--- src/rtl/core/tlc_ram.sv ---
// Generic single-write, single-read RAM with registered read data.
module tlc_ram #(
	parameter int WIDTH = 32,
	parameter int DEPTH = 64,
	localparam int AW = (DEPTH > 1) ? $clog2(DEPTH) : 1
) (
	input  logic             clk,
	input  logic             we,
	input  logic [AW-1:0]    waddr,
	input  logic [WIDTH-1:0] wdata,
	input  logic [AW-1:0]    raddr,
	output logic [WIDTH-1:0] rdata
);

	logic [WIDTH-1:0] mem_q [DEPTH];

	// Write port
	always_ff @(posedge clk) begin
		if (we) begin
			mem_q[waddr] <= wdata;
		end
	end

	// Registered read port
	always_ff @(posedge clk) begin
		rdata <= mem_q[raddr];
	end

endmodule

--- config.mk ---
export PLATFORM = sky130hd
export DESIGN_NAME = tlc_ram
export DESIGN_NICKNAME = d
export VERILOG_FILES = /design/src/rtl/core/tlc_ram.sv
export SDC_FILE = /design/constraint.sdc
export NUM_CORES = 2
export LEC_CHECK = 0
export BUFFER_PORTS_ARGS = -buffer_cell sky130_fd_sc_hd__buf_4
export CAP_MARGIN = 20
export CORE_UTILIZATION = 55
export DETAILED_ROUTE_END_ITERATION = 12
export PLACE_DENSITY = 0.75
export SKIP_CTS_REPAIR_TIMING = 1
export SLEW_MARGIN = 30
export SYNTH_ARGS = -nofsm -noshare
export SYNTH_HDL_FRONTEND = slang
export SYNTH_SLANG_ARGS = --single-unit
export TNS_END_PERCENT = 1
--- constraint.sdc ---
create_clock -name clk -period 8.5 [get_ports clk]
set_input_delay 1.7 -clock clk [delete_from_list [all_inputs] [get_ports clk]]
set_output_delay 1.7 -clock clk [all_outputs]
set_load 0.005 [all_outputs]
; Word-level counts from Yosys, hierarchy flattened
; Memory sizes are Yosys's and may differ from the RTL's. A register that Yosys moved wholly into a read port is not among the register bits.
; Cells that the tools add are included.
[classes]
shifts = 0
add_sub_neg = 0
mux = 2
order_cmp = 0
n_bitwise = 0
mul = 0
n_eq_ne = 0
div = 0
reduce_logical = 0
[ops]
columns = cell, n
row1 = 1-bit two-way mux, 2
[word_totals]
ram_bits = 2048
mem_count = 1
ff_bits = 0
latchBits = 0
romBits = 0
elab_cells = 3
[memory_table]
columns = memory, depth, width, read_ports, rd_ports_with_merged_regs, wr, line_no
row1 = mem_q, 64, 32, 1, 1, 1, 15  ; logic [WIDTH-1:0] mem_q [DEPTH];

; Longest topological paths before layout
[logic_depth]
depth_word = 2
depth_mapped = 10

; Worst setup path before layout
; Ideal clock, no wire load.
[synth_timing]
kind = in2reg
startpoint = in waddr[3]
endpoint = mem mem_q[48][0] (enable)
path_slack_ps = 3640
setup_time_ps = 461
n_path_buf = 1
stages = 4
required_ps = 8039
t_arrival_ps = 4399
cell_sequence = clkbuf_1 > nor2b_1 > nand4b_1 > nor3_1
[synth_rtl]
columns = item, line_no
row1 = "start, declared", 9  ; input logic [AW-1:0] waddr,
row2 = "end, declared", 15
; Straight into the memory's write port.

==> load_flow_metrics.sql <==
INSERT INTO impl_metrics (metric_group, metric, value, unit) VALUES
('synthesis', 'syn_avg_cell_area', '23.6', 'sq um'),
('synthesis', 'synth_top_cells_by_area', 'edfxtp_1 78%, mux4_2 16%, mux2i_1 1.2%, dfxtp_1 0.82%, o22ai_1 0.67%', ''),
('sta', 'layout_worst_path_cycle_share', '0.533', ''),
('die', 'initial_utilization', '0.555', ''),
('sta', 'min_period', '4.53', 'ns'),
('synthesis', 'netlist.area_leader.share', '0.783', ''),
('die', 'core_area', '142000', 'sq um'),
('sta', 'fmax', '0.221', 'GHz'),
('sta', 'finalSetupViolations', '0', ''),
('final_layout', 'design.final.nets', '3559', ''),
('critical_path', 'critPathSlowestCell', 'o22ai_1', ''),
('synthesis', 'yosysWarnings', '0', ''),
('route', 'postRouteWirelength', '189000', 'um'),
('critical_path', 'cp_max_fo', '81', ''),
('synthesis', 'synth_sequential_area_ratio', '0.791', ''),
('synthesis', 'synth_top_area_cell', 'edfxtp_1', ''),
('sta', 'worst_slew_pin_slew', '0.984', 'ns'),
('critical_path', 'critical_path.startpoint_type', 'primary input', ''),
('grt', 'wire_length_of_the_first_global_routing_pass', '270000', 'um'),
('synthesis', 'synth_commonest_cells', '2048 x edfxtp_1, 544 x mux4_2, 137 x nor2_1', ''),
('route', 'detail_route.iter0.violations', '5243', ''),
('synthesis', 'synthesis.nets', '3370', ''),
('route', 'num_vias', '37196', ''),
('grt', 'grt_pass1_vias', '37451', ''),
('sta', 'slew_headroom', '0.342', ''),
('critical_path', 'cp.required', '9.16', 'ns'),
('route', 'drt_drc_violations_left', '0', ''),
('sta', 'final-max-slew-violation-count', '0', ''),
('synthesis', 'postSynth.topFlopCell', 'edfxtp_1', ''),
('flow_run', 'max_cap_viol_count', '0', ''),
('route', 'remaining_antenna_violation_count_after_routing', '0', ''),
('final_layout', 'area.growth.synth_to_final', '12.2', '%'),
('sta', 'timing.clock.skew', '0.0334', 'ns'),
('sta', 'grt_setup_unrepaired', 'no', ''),
('grt', 'globalRouteTotalUtil', '0.264', ''),
('route', 'routedWlPerCell', '33.8', 'um'),
('die', 'dieArea', '144000', 'sq um'),
('clocking', 'clk_pin_slew', '0.06', 'ns'),
('synthesis', 'synthDistinctLibCells', '34', ''),
('placed_design', 'port_buffers', '77', ''),
('placed_design', 'post-place-ws', '3.13', 'ns'),
('grt', 'grt.met3_usage', '0.0502', ''),
('sta', 'final.setup.tns', '0', 'ns'),
('die', 'die_y', '380', 'um'),
('die', 'std_cell_rows', '138', ''),
('route', 'drt-pass1-iter-count', '8', ''),
('critical_path', 'crit_chain', 'buf_8, buf_12, buf_4, mux4_2, mux4_2, o22ai_1, nor2_1', ''),
('critical_path', 'cp_data_arrival_time', '5.19', 'ns'),
('placed_design', 'post-dp-hpwl', '95800', 'um'),
('grt', 'grt_max_degree', '104', ''),
('synthesis', 'number_of_synthesized_flops_with_an_enable_pin', '2048', ''),
('grt', 'gr-usage-met2', '0.410', ''),
('sta', 'finalHoldViolCount', '0', ''),
('clocking', 'clock_tree.buffer_depth', '3', ''),
('route', 'viasPerCell', '6.67', ''),
('grt', 'grt.busiest_layer', 'met2', ''),
('status', 'run_status', 'finished clean', ''),
('clocking', 'worst_skew_pair.late_latency', '0.83', 'ns'),
('clocking', 'cts_buf_count', '194', ''),
('clocking', 'cts_tree', 'yes', ''),
('synthesis', 'mappedNetlistArea', '78500', 'sq um'),
('grt', 'use_met1', '0.382', ''),
('critical_path', 'critical_path_class', 'in -> reg', ''),
('critical_path', 'worst_setup_path_end_kind', 'flop', ''),
('power_and_ir_drop', 'ir_drop', '0.000196', 'V'),
('grt', 'overflow', '0', ''),
('critical_path', 'timing.critical_path.mode_cell', 'mux4_2', ''),
('sta', 'worst_slack', '3.97', 'ns'),
('clocking', 'ctsHtreeMaxLevel', '4', ''),
('critical_path', 'cp_num_buf_inv', '3', ''),
('placed_design', 'gp_congestion', '0.806', '');
-- final cells by class --
cell class | count | area [sq um]
antenna | 6 | 15.0
clock buffer | 257 | 5290
clock inverter | 105 | 917
fill | 9194 | 53500
multi-input combinational | 1062 | 16000
sequential | 2080 | 62100
tap | 1890 | 2360
timing repair buffer | 175 | 1440
-- metal layers --
| metal | part of all wire | up-vias | wire (um) |
|---|---|---|---|
| met2 | 0.48 | 2533 | 90100 |
| met3 | 0.12 | 327 | 21800 |
| met1 | 0.37 | 19696 | 70600 |
| met5 | 0.00011 | - | 21 |
| met4 | 0.032 | 4 | 6090 |
| li1 | - | 14636 | - |
-- cell usage in the layout (no fill, tap or decap), types with 9 or more instances in the layout --
master / count
o221ai_1: 27
clkbuf_16: 199
a21oi_1: 62
o22ai_1: 84
clkinv_1: 46
clkbuf_1: 49
nor2b_1: 15
dfxtp_1: 32
clkbuf_8: 9
mux2i_1: 93
a22oi_1: 12
buf_4: 163
mux4_2: 544
clkinv_2: 31
nor2_4: 62
nor2_1: 75
edfxtp_1: 2048
bufinv_16: 14
nand2_1: 26
-- metrics by stage --
step	power, uW	instance area (sq um)	hold WS [ns]	util
final	20900	88100	0.767	0.622
after global routing	21400	88100	0.867	0.622
after CTS	20900	88100	0.774	0.622
after detailed placement	12600	81900	0.746	0.579
after global placement	12600	81900	0.714	0.579
after floorplan	12100	78500	0.663	-
-- worst register-to-register path: stages, from the launching register on --
cell and delay (ns):
edfxtp_1 0.36, mux4_2 0.48, mux4_2 0.49, o22ai_1 0.73, nor2_1 0.11
-- state kept, by name, indices dropped and copies added (netlist names) --
| signal | flops |
|---|---|
| mem_q | 2048 |
| rdata | 32 |
-- worst paths after layout --
check / start / endpoint / cells after the start
setup / recovery: raddr[1] / rdata[29]$_DFF_P_ / 7
hold / removal: mem_q[12][8]$_DFFE_PP_ / rdata[8]$_DFF_P_ / 4
setup reg to reg: mem_q[11][29]$_DFFE_PP_ / rdata[29]$_DFF_P_ / 4
hold reg to reg: mem_q[12][8]$_DFFE_PP_ / rdata[8]$_DFF_P_ / 4
-- where the power goes --
| part | total, uW | switching (uW) | leakage (uW) | internal, uW |
|---|---|---|---|---|
| clock | 8490 | 3690 | 0.00304 | 4800 |
| combinational | 969 | 588 | 0.00560 | 381 |
| sequential | 11400 | 53.9 | 0.0187 | 11400 |
| total | 20900 | 4330 | 0.0273 | 16500 |
-- cell families (layout without fill, tap and decap cells) --
| family | after synthesis | in the layout | synth area share |
|---|---|---|---|
| compound gates | 202 | 202 | 0.0167 |
| buf+inv | 182 | 537 | 0.0113 |
| flops | 2080 | 2080 | 0.791 |
| mux | 637 | 637 | 0.168 |
| other cells | 0 | 6 | 0 |
| simple gates | 223 | 223 | 0.0127 |
Power figures use the tool's default switching activity.
