`src/rtl/core/tlc_pkg.sv`:
```
// Shared types and default constants for the truncated linear convolution block.
package tlc_pkg;

	// Default configuration
	localparam int MAX_LEN_DEF      = 64;
	localparam int SAMPLE_WIDTH_DEF = 32;

	// Sequencer states
	typedef enum logic [1:0] {
		ST_IDLE,
		ST_RUN,
		ST_DRAIN,
		ST_FINISH
	} tlc_state_t;

	// Control from the sequencer to the multiply-accumulate unit
	typedef struct packed {
		logic clear;   // zero the accumulator
		logic mul_en;  // operands valid, capture product
		logic acc_en;  // product valid, add into accumulator
	} mac_ctrl_t;

endpackage

```
`src/rtl/core/tlc_mac.sv`:
```
// Shared multiply-accumulate unit with round-half-up and saturation of the sum.
module tlc_mac #(
	parameter int MAX_LEN      = tlc_pkg::MAX_LEN_DEF,
	parameter int SAMPLE_WIDTH = tlc_pkg::SAMPLE_WIDTH_DEF
) (
	input  logic                           clk,
	input  tlc_pkg::mac_ctrl_t             ctrl,
	input  logic signed [SAMPLE_WIDTH-1:0] op_a,
	input  logic signed [SAMPLE_WIDTH-1:0] op_b,
	output logic        [SAMPLE_WIDTH-1:0] value,
	output logic                           sat
);
	import tlc_pkg::*;

	localparam int W     = SAMPLE_WIDTH;
	localparam int FRAC  = W - 2;
	localparam int PW    = 2 * W;
	localparam int GUARD = $clog2(MAX_LEN + 1) + 1;
	localparam int ACC_W = PW + GUARD;
	localparam int HI_W  = ACC_W - W + 1;
	localparam logic [ACC_W-1:0] HALF = {{(ACC_W-1){1'b0}}, 1'b1} << (FRAC - 1);

	logic signed [PW-1:0]    prod_s2;
	logic        [ACC_W-1:0] acc_q;
	logic        [ACC_W-1:0] rnd;
	logic signed [ACC_W-1:0] shifted;
	logic        [HI_W-1:0]  hi_bits;
	logic                    fits;
	logic                    neg;

	// Product register
	always_ff @(posedge clk) begin
		if (ctrl.mul_en) begin
			prod_s2 <= op_a * op_b;
		end
	end

	// Accumulator, exact: wide enough for MAX_LEN full-scale products
	always_ff @(posedge clk) begin
		if (ctrl.clear) begin
			acc_q <= '0;
		end else if (ctrl.acc_en) begin
			acc_q <= acc_q + {{GUARD{prod_s2[PW-1]}}, prod_s2};
		end
	end

	// Round half up to FRAC fraction bits, then clamp to the sample range
	always_comb begin
		rnd     = acc_q + HALF;
		shifted = $signed(rnd) >>> FRAC;
		hi_bits = shifted[ACC_W-1:W-1];
		fits    = (&hi_bits) | ~(|hi_bits);
		neg     = shifted[ACC_W-1];
		sat     = ~fits;
		if (fits) begin
			value = shifted[W-1:0];
		end else if (neg) begin
			value = {1'b1, {(W-1){1'b0}}};
		end else begin
			value = {1'b0, {(W-1){1'b1}}};
		end
	end

endmodule

```
`config.mk`:
```
export PLATFORM = sky130hd
export DESIGN_NAME = tlc_mac
export DESIGN_NICKNAME = d
export VERILOG_FILES = /design/src/rtl/core/tlc_pkg.sv /design/src/rtl/core/tlc_mac.sv
export SDC_FILE = /design/constraint.sdc
export NUM_CORES = 2
export LEC_CHECK = 0
export BUFFER_PORTS_ARGS = -buffer_cell sky130_fd_sc_hd__buf_2
export CORE_ASPECT_RATIO = 2
export CORE_MARGIN = 3
export CORE_UTILIZATION = 60
export CTS_CLUSTER_DIAMETER = 60
export DETAILED_ROUTE_END_ITERATION = 6
export PLACE_DENSITY_LB_ADDON = 0.05
export REMOVE_ABC_BUFFERS = 1
export SYNTH_ARGS = -nofsm -noshare
export SYNTH_HDL_FRONTEND = slang
export SYNTH_SLANG_ARGS = --single-unit
```
`constraint.sdc`:
```
create_clock -name clk -period 7.77 [get_ports clk]
set_input_delay 0 -clock clk [delete_from_list [all_inputs] [get_ports clk]]
set_output_delay 0 -clock clk [all_outputs]
set_load 0.01 [all_outputs]
```
* Word-level counts from Yosys, hierarchy flattened
Index checks and enable logic that the tools add are counted.
** Cells by class
- Add/subtract/negate cells :: 2
- Multiply operators :: 1
- Mux-type cells :: 2
- Bitwise logic cells :: 3
- Reductions and logical operators :: 2
** Operators by type and width (count)
- 72-bit by 30-bit adder with 72-bit output (second input constant) :: 1
- 72-bit adder :: 1
- 32-bit by 32-bit multiplier with 64-bit output :: 1
- 32-bit 2-to-1 mux :: 2
- 11-bit AND reduction :: 1
- 11-bit OR reduction :: 1
- 1-bit inverter :: 2
- 1-bit bitwise OR :: 1
** Word-level totals
- Flip-flop bits (word level) :: 136
- Output and inout port bits :: 33
- Logic and storage cells :: 12

* Depth between registers and ports, before layout
- Word-level depth :: 5
- Mapped depth :: 29

* Least setup slack after synthesis
OpenSTA, ideal clock, no wires.
- Kind :: input to register
- Start :: input op_a[31]
- End :: register prod_s2[60], data pin
- Arrival :: 7067 ps
- Setup slack :: 443 ps
- Stages :: 26
- Buffers on the path :: 1
- Cell sequence :: clkbuf_1 -> nand2_1 -> inv_1 -> fa_1 -> fa_1 -> fa_1 -> inv_1 -> fa_1 -> inv_1 -> fa_1 -> inv_1 -> fa_1 -> fa_1 -> fa_1 -> inv_1 -> ha_1 -> a21o_1 -> o21bai_1 -> a21oi_1 -> o21ai_0 -> a211oi_1 -> a21oi_1 -> o41ai_2 -> o311ai_0 -> a21oi_1 -> xnor2_1
** Between the ends
- Longest elaborated chain between the ends :: 1
** Ends and longest elaborated chain
- start, declared :: RTL line tlc_mac.sv:8 : input logic signed [SAMPLE_WIDTH-1:0] op_a,
- 32-bit by 32-bit multiplier with 64-bit output :: RTL line tlc_mac.sv:34 : prod_s2 <= op_a * op_b;
- end signal, assigned :: RTL line tlc_mac.sv:34
- end, declared :: RTL line tlc_mac.sv:23 : logic signed [PW-1:0] prod_s2;
No other way between the ends.
A chain may end at the register's enable or synchronous reset.

* Worst setup path in the final report
- Start :: input op_b[6]
- End :: register prod_s2[46], data pin
** Between the ends
- Longest elaborated chain between the ends :: 1
** Ends and longest elaborated chain
- start, declared :: RTL line tlc_mac.sv:9 : input logic signed [SAMPLE_WIDTH-1:0] op_b,
- 32-bit by 32-bit multiplier with 64-bit output :: RTL line tlc_mac.sv:34
No other way between the ends.

==> impl_metrics.csv <==
group,metric,value,unit
worst_setup_path,critPathRequiredTime,8.08,ns
drt,routed_via_density,5.71,
floorplanning,ios,101,
logic_synthesis,synthCells,5034,
global_routing,grt_usage,0.358,
global_routing,antenna_found_initial,3,
floorplanning,start_util,0.606,
logic_synthesis,synth-xor-area-share,0.0300,
logic_synthesis,synth_mux_area_frac,0.00825,
logic_synthesis,yosysSeqAreaShare,0.0730,
clock_tree,clk_latency,0.43,ns
drt,drtAntennaViolNets,0,
worst_setup_path,r2r_setup_slack,3.91,ns
drt,drc_errors,0,
worst_setup_path,max_stage_delay,0.56,ns
worst_hold_path,hold_start,"ctrl[2]",
floorplanning,die_y,398,µm
timing,finalHoldViolCount,0,
status,status,"completed",
floorplanning,core-area,76000,µm²
place,place_congestion,0.977,
place,pre_cts_ws,-0.200,ns
logic_synthesis,synth_top_family_by_area,"adder cells",
logic_synthesis,synth_area_leaders,"fa_1, inv_1, and2_1",
clock_tree,cts_tree,"built",
global_routing,grt_pass1_vias,40700,
floorplanning,fp.dieW,202,µm
drt,wl_per_cell,21.9,µm
drt,drt-total-wl,137000,µm
place,place_area,50000,µm²
timing,fmax,135,MHz
clock_tree,cts_buffer_depth,2,
clock_tree,htree_levels,4,
logic_synthesis,synth_area_per_cell,9.16,µm²
clock_tree,cts.sinks,136,
timing,fin_crit,7.42,ns
job,cap_violations,0,
worst_setup_path,r2r.worst_path.cells,13,
worst_setup_path,r2r-end,"acc_q[70]",
global_routing,grtUsageMet2,0.686,
worst_setup_path,path_class,"primary input to register",
timing,setup_ws,0.352,ns
timing,relSlewSlack,0.316,
worst_setup_path,cpMaxStageDelayCell,"fa_1",
timing,slew_violations,0,
timing,fin_worst_skew,0.00774,ns
drt,drt_iter0_drc,1999,
finish,drive_above_1_share,0.0992,
global_routing,grt_max_degree,65,
global_routing,grt_use_met3,0.0357,
logic_synthesis,synth_top_area_cell,"fa_1",
logic_synthesis,synth_async_sr_flop_share,0,
logic_synthesis,synth_compound_area_frac,0.0795,
clock_tree,postCtsSetupRepairBufs,0,
global_routing,grt_pass1_wl,219000,µm
finish,areaGrowthSynthToFinish,9.86,%
worst_setup_path,arrival,7.73,ns
place,place_hpwl,120000,µm
clock_tree,clk_transition_reported_paths,0.06,ns
global_routing,busiest_layer,"met2",
drt,drt-pass1-iter-count,6,
logic_synthesis,synth_edf_count,64,
clock_tree,numCtsBuffers,17,
logic_synthesis,synth_cell_types,77,
worst_hold_path,min_delay_path_depth,2,
clock_tree,cts_hold_buffers,0,
worst_hold_path,hold_path_class,"primary input to register",
global_routing,use_met1,0.348,
logic_synthesis,ys.flop_type,"dfxtp_1",
timing,worst_pin_slew,1.03,ns
place,io_buffers,100,
timing,setup_viol,0,
clock_tree,cts_root_buffer,"clkbuf_16",
finish,fin_nets,6664,
worst_setup_path,r2r_start,"acc_q[0]",
worst_setup_path,endpoint_kind,"register",
logic_synthesis,synthAdderAreaFrac,0.540,
floorplanning,die_area,80400,µm²
logic_synthesis,ys.warnings.count,0,
drt,via_count,35900,
timing,period_share,0.955,
finish,final_cell_area,50600,µm²
finish,n_fill_cell,6584,
logic_synthesis,synth_top_area_frac,0.470,
logic_synthesis,synthSimpleGateAreaFrac,0.165,
logic_synthesis,ys_seq_elements,136,
logic_synthesis,synth_area,46100,µm²
worst_setup_path,critPathMaxFanout,17,
global_routing,grt_overflow,0,
worst_hold_path,hold_path_end,"acc_q[22]",
floorplanning,rows,143,
worst_setup_path,crit_top_cell,"fa_1",
worst_setup_path,startpoint_type,"primary input",
timing,whs,0.0994,ns
cell type report:
type / instances / area [µm²] / area share
Clock buffer: 18 / 429 / 0.00848
Inverter: 1011 / 3790 / 0.0749
Tap cell: 1015 / 1270 / 0.0251
Sequential cell: 136 / 3360 / 0.0664
Antenna cell: 2 / 5.00 / 0.0000988
Clock inverter: 14 / 165 / 0.00326
Multi-Input combinational cell: 3622 / 38000 / 0.749
Timing Repair Buffer: 469 / 3660 / 0.0723
layer usage:
layer	vias up	part of all wire
met2	1127	0.55
met5	-	0
met4	0	0.099
met1	18500	0.31
met3	516	0.037
li1	15700	-
sequential cells by signal, indices dropped and copies added (netlist names):
register,cells
acc_q,72
prod_s2,64
critical path: cells and delay by family:
family	cells	cell delay, ns
adders and majority gates	9	4.06
buffers and inverters	7	1.04
and+or+nand+nor	3	0.76
AOI/OAI and AO/OA	8	1.86
Yosys cell counts, drive strengths merged, types with 4 or more instances:
| cell | number |
|---|---|
| a221oi | 4 |
| and2 | 533 |
| xnor2 | 103 |
| and3 | 22 |
| ha | 256 |
| nand4 | 39 |
| a31oi | 19 |
| buf | 15 |
| o211ai | 9 |
| o21bai | 39 |
| edfxtp | 64 |
| or3 | 12 |
| o31ai | 12 |
| o311ai | 5 |
| a211o | 5 |
| a311oi | 4 |
| nand2 | 608 |
| o2111ai | 4 |
| a21o | 81 |
| dfxtp | 72 |
| a2111oi | 7 |
| o41ai | 4 |
| nor2 | 154 |
| and4 | 10 |
| a211oi | 22 |
| a21oi | 197 |
| a21boi | 6 |
| nor2b | 16 |
| nor4 | 10 |
| fa | 1083 |
| nand3b | 6 |
| o22ai | 5 |
| nand3 | 51 |
| o21ai | 87 |
| nor3b | 5 |
| mux2i | 38 |
| clkbuf | 250 |
| inv | 1011 |
| o21a | 17 |
| xor2 | 55 |
| nor3 | 30 |
| nand2b | 21 |
logic make-up after synthesis:
kind of cell,after synthesis
DFF,136
AOI/OAI and AO/OA,559
buffers and inverters,1276
xor gates and xnor gates,158
adders and majority gates,1339
muxes,38
and+or+nand+nor,1528
worst max path at each step:
stage,start,slack [ns],depth (start not counted),to
after floorplan,op_a[31],0.67,27,prod_s2[61]
after global routing,op_b[5],-0.005,27,prod_s2[60]
after detailed placement,op_a[30],-0.20,28,prod_s2[58]
after CTS,op_a[29],0.25,27,prod_s2[58]
after global placement,op_b[5],-0.18,27,prod_s2[58]
final,op_b[6],0.35,27,prod_s2[46]
placed cells by master, fill, tap and decap left out, drive strengths merged, types with 5 or more instances in the layout:
master | netlist | layout
mux2i | 38 | 38
a21boi | 6 | 6
o311ai | 5 | 5
edfxtp | 64 | 64
fa | 1083 | 1083
a211oi | 22 | 22
clkbuf | 250 | 18
and3 | 22 | 22
nand3b | 6 | 6
ha | 256 | 256
xnor2 | 103 | 103
buf | 15 | 469
or3 | 12 | 12
o31ai | 12 | 12
dfxtp | 72 | 72
and4 | 10 | 10
o22ai | 5 | 5
o21ai | 87 | 87
xor2 | 55 | 55
nor4 | 10 | 10
inv | 1011 | 1017
nand2b | 21 | 21
nand4 | 39 | 39
a21oi | 197 | 197
a31oi | 19 | 19
nand2 | 608 | 608
o21a | 17 | 17
nor3 | 30 | 30
nand3 | 51 | 51
a2111oi | 7 | 7
o21bai | 39 | 39
a21o | 81 | 81
a211o | 5 | 5
nor3b | 5 | 5
nor2 | 154 | 154
o211ai | 9 | 9
nor2b | 16 | 16
and2 | 533 | 533
what timing repair did:
action                                  CTS  global route
endpoints found under the setup margin    0             7
endpoints found under the hold margin     0             0
resized for setup                         0             4
per-stage QoR:
| step | util | cells | TNS [ns] |
|---|---|---|---|
| after floorplan | - | 4769 | 0 |
| after global placement | 0.658 | 6253 | -0.595 |
| after detailed placement | 0.658 | 6253 | -0.984 |
| after CTS | 0.666 | 6285 | 0 |
| after global routing | 0.666 | 6287 | -0.00484 |
| final | 0.666 | 6287 | 0 |
Power is left out: the tool's default activity adds up to more than one toggle a clock period on the data nets, which glitch-free logic cannot reach.
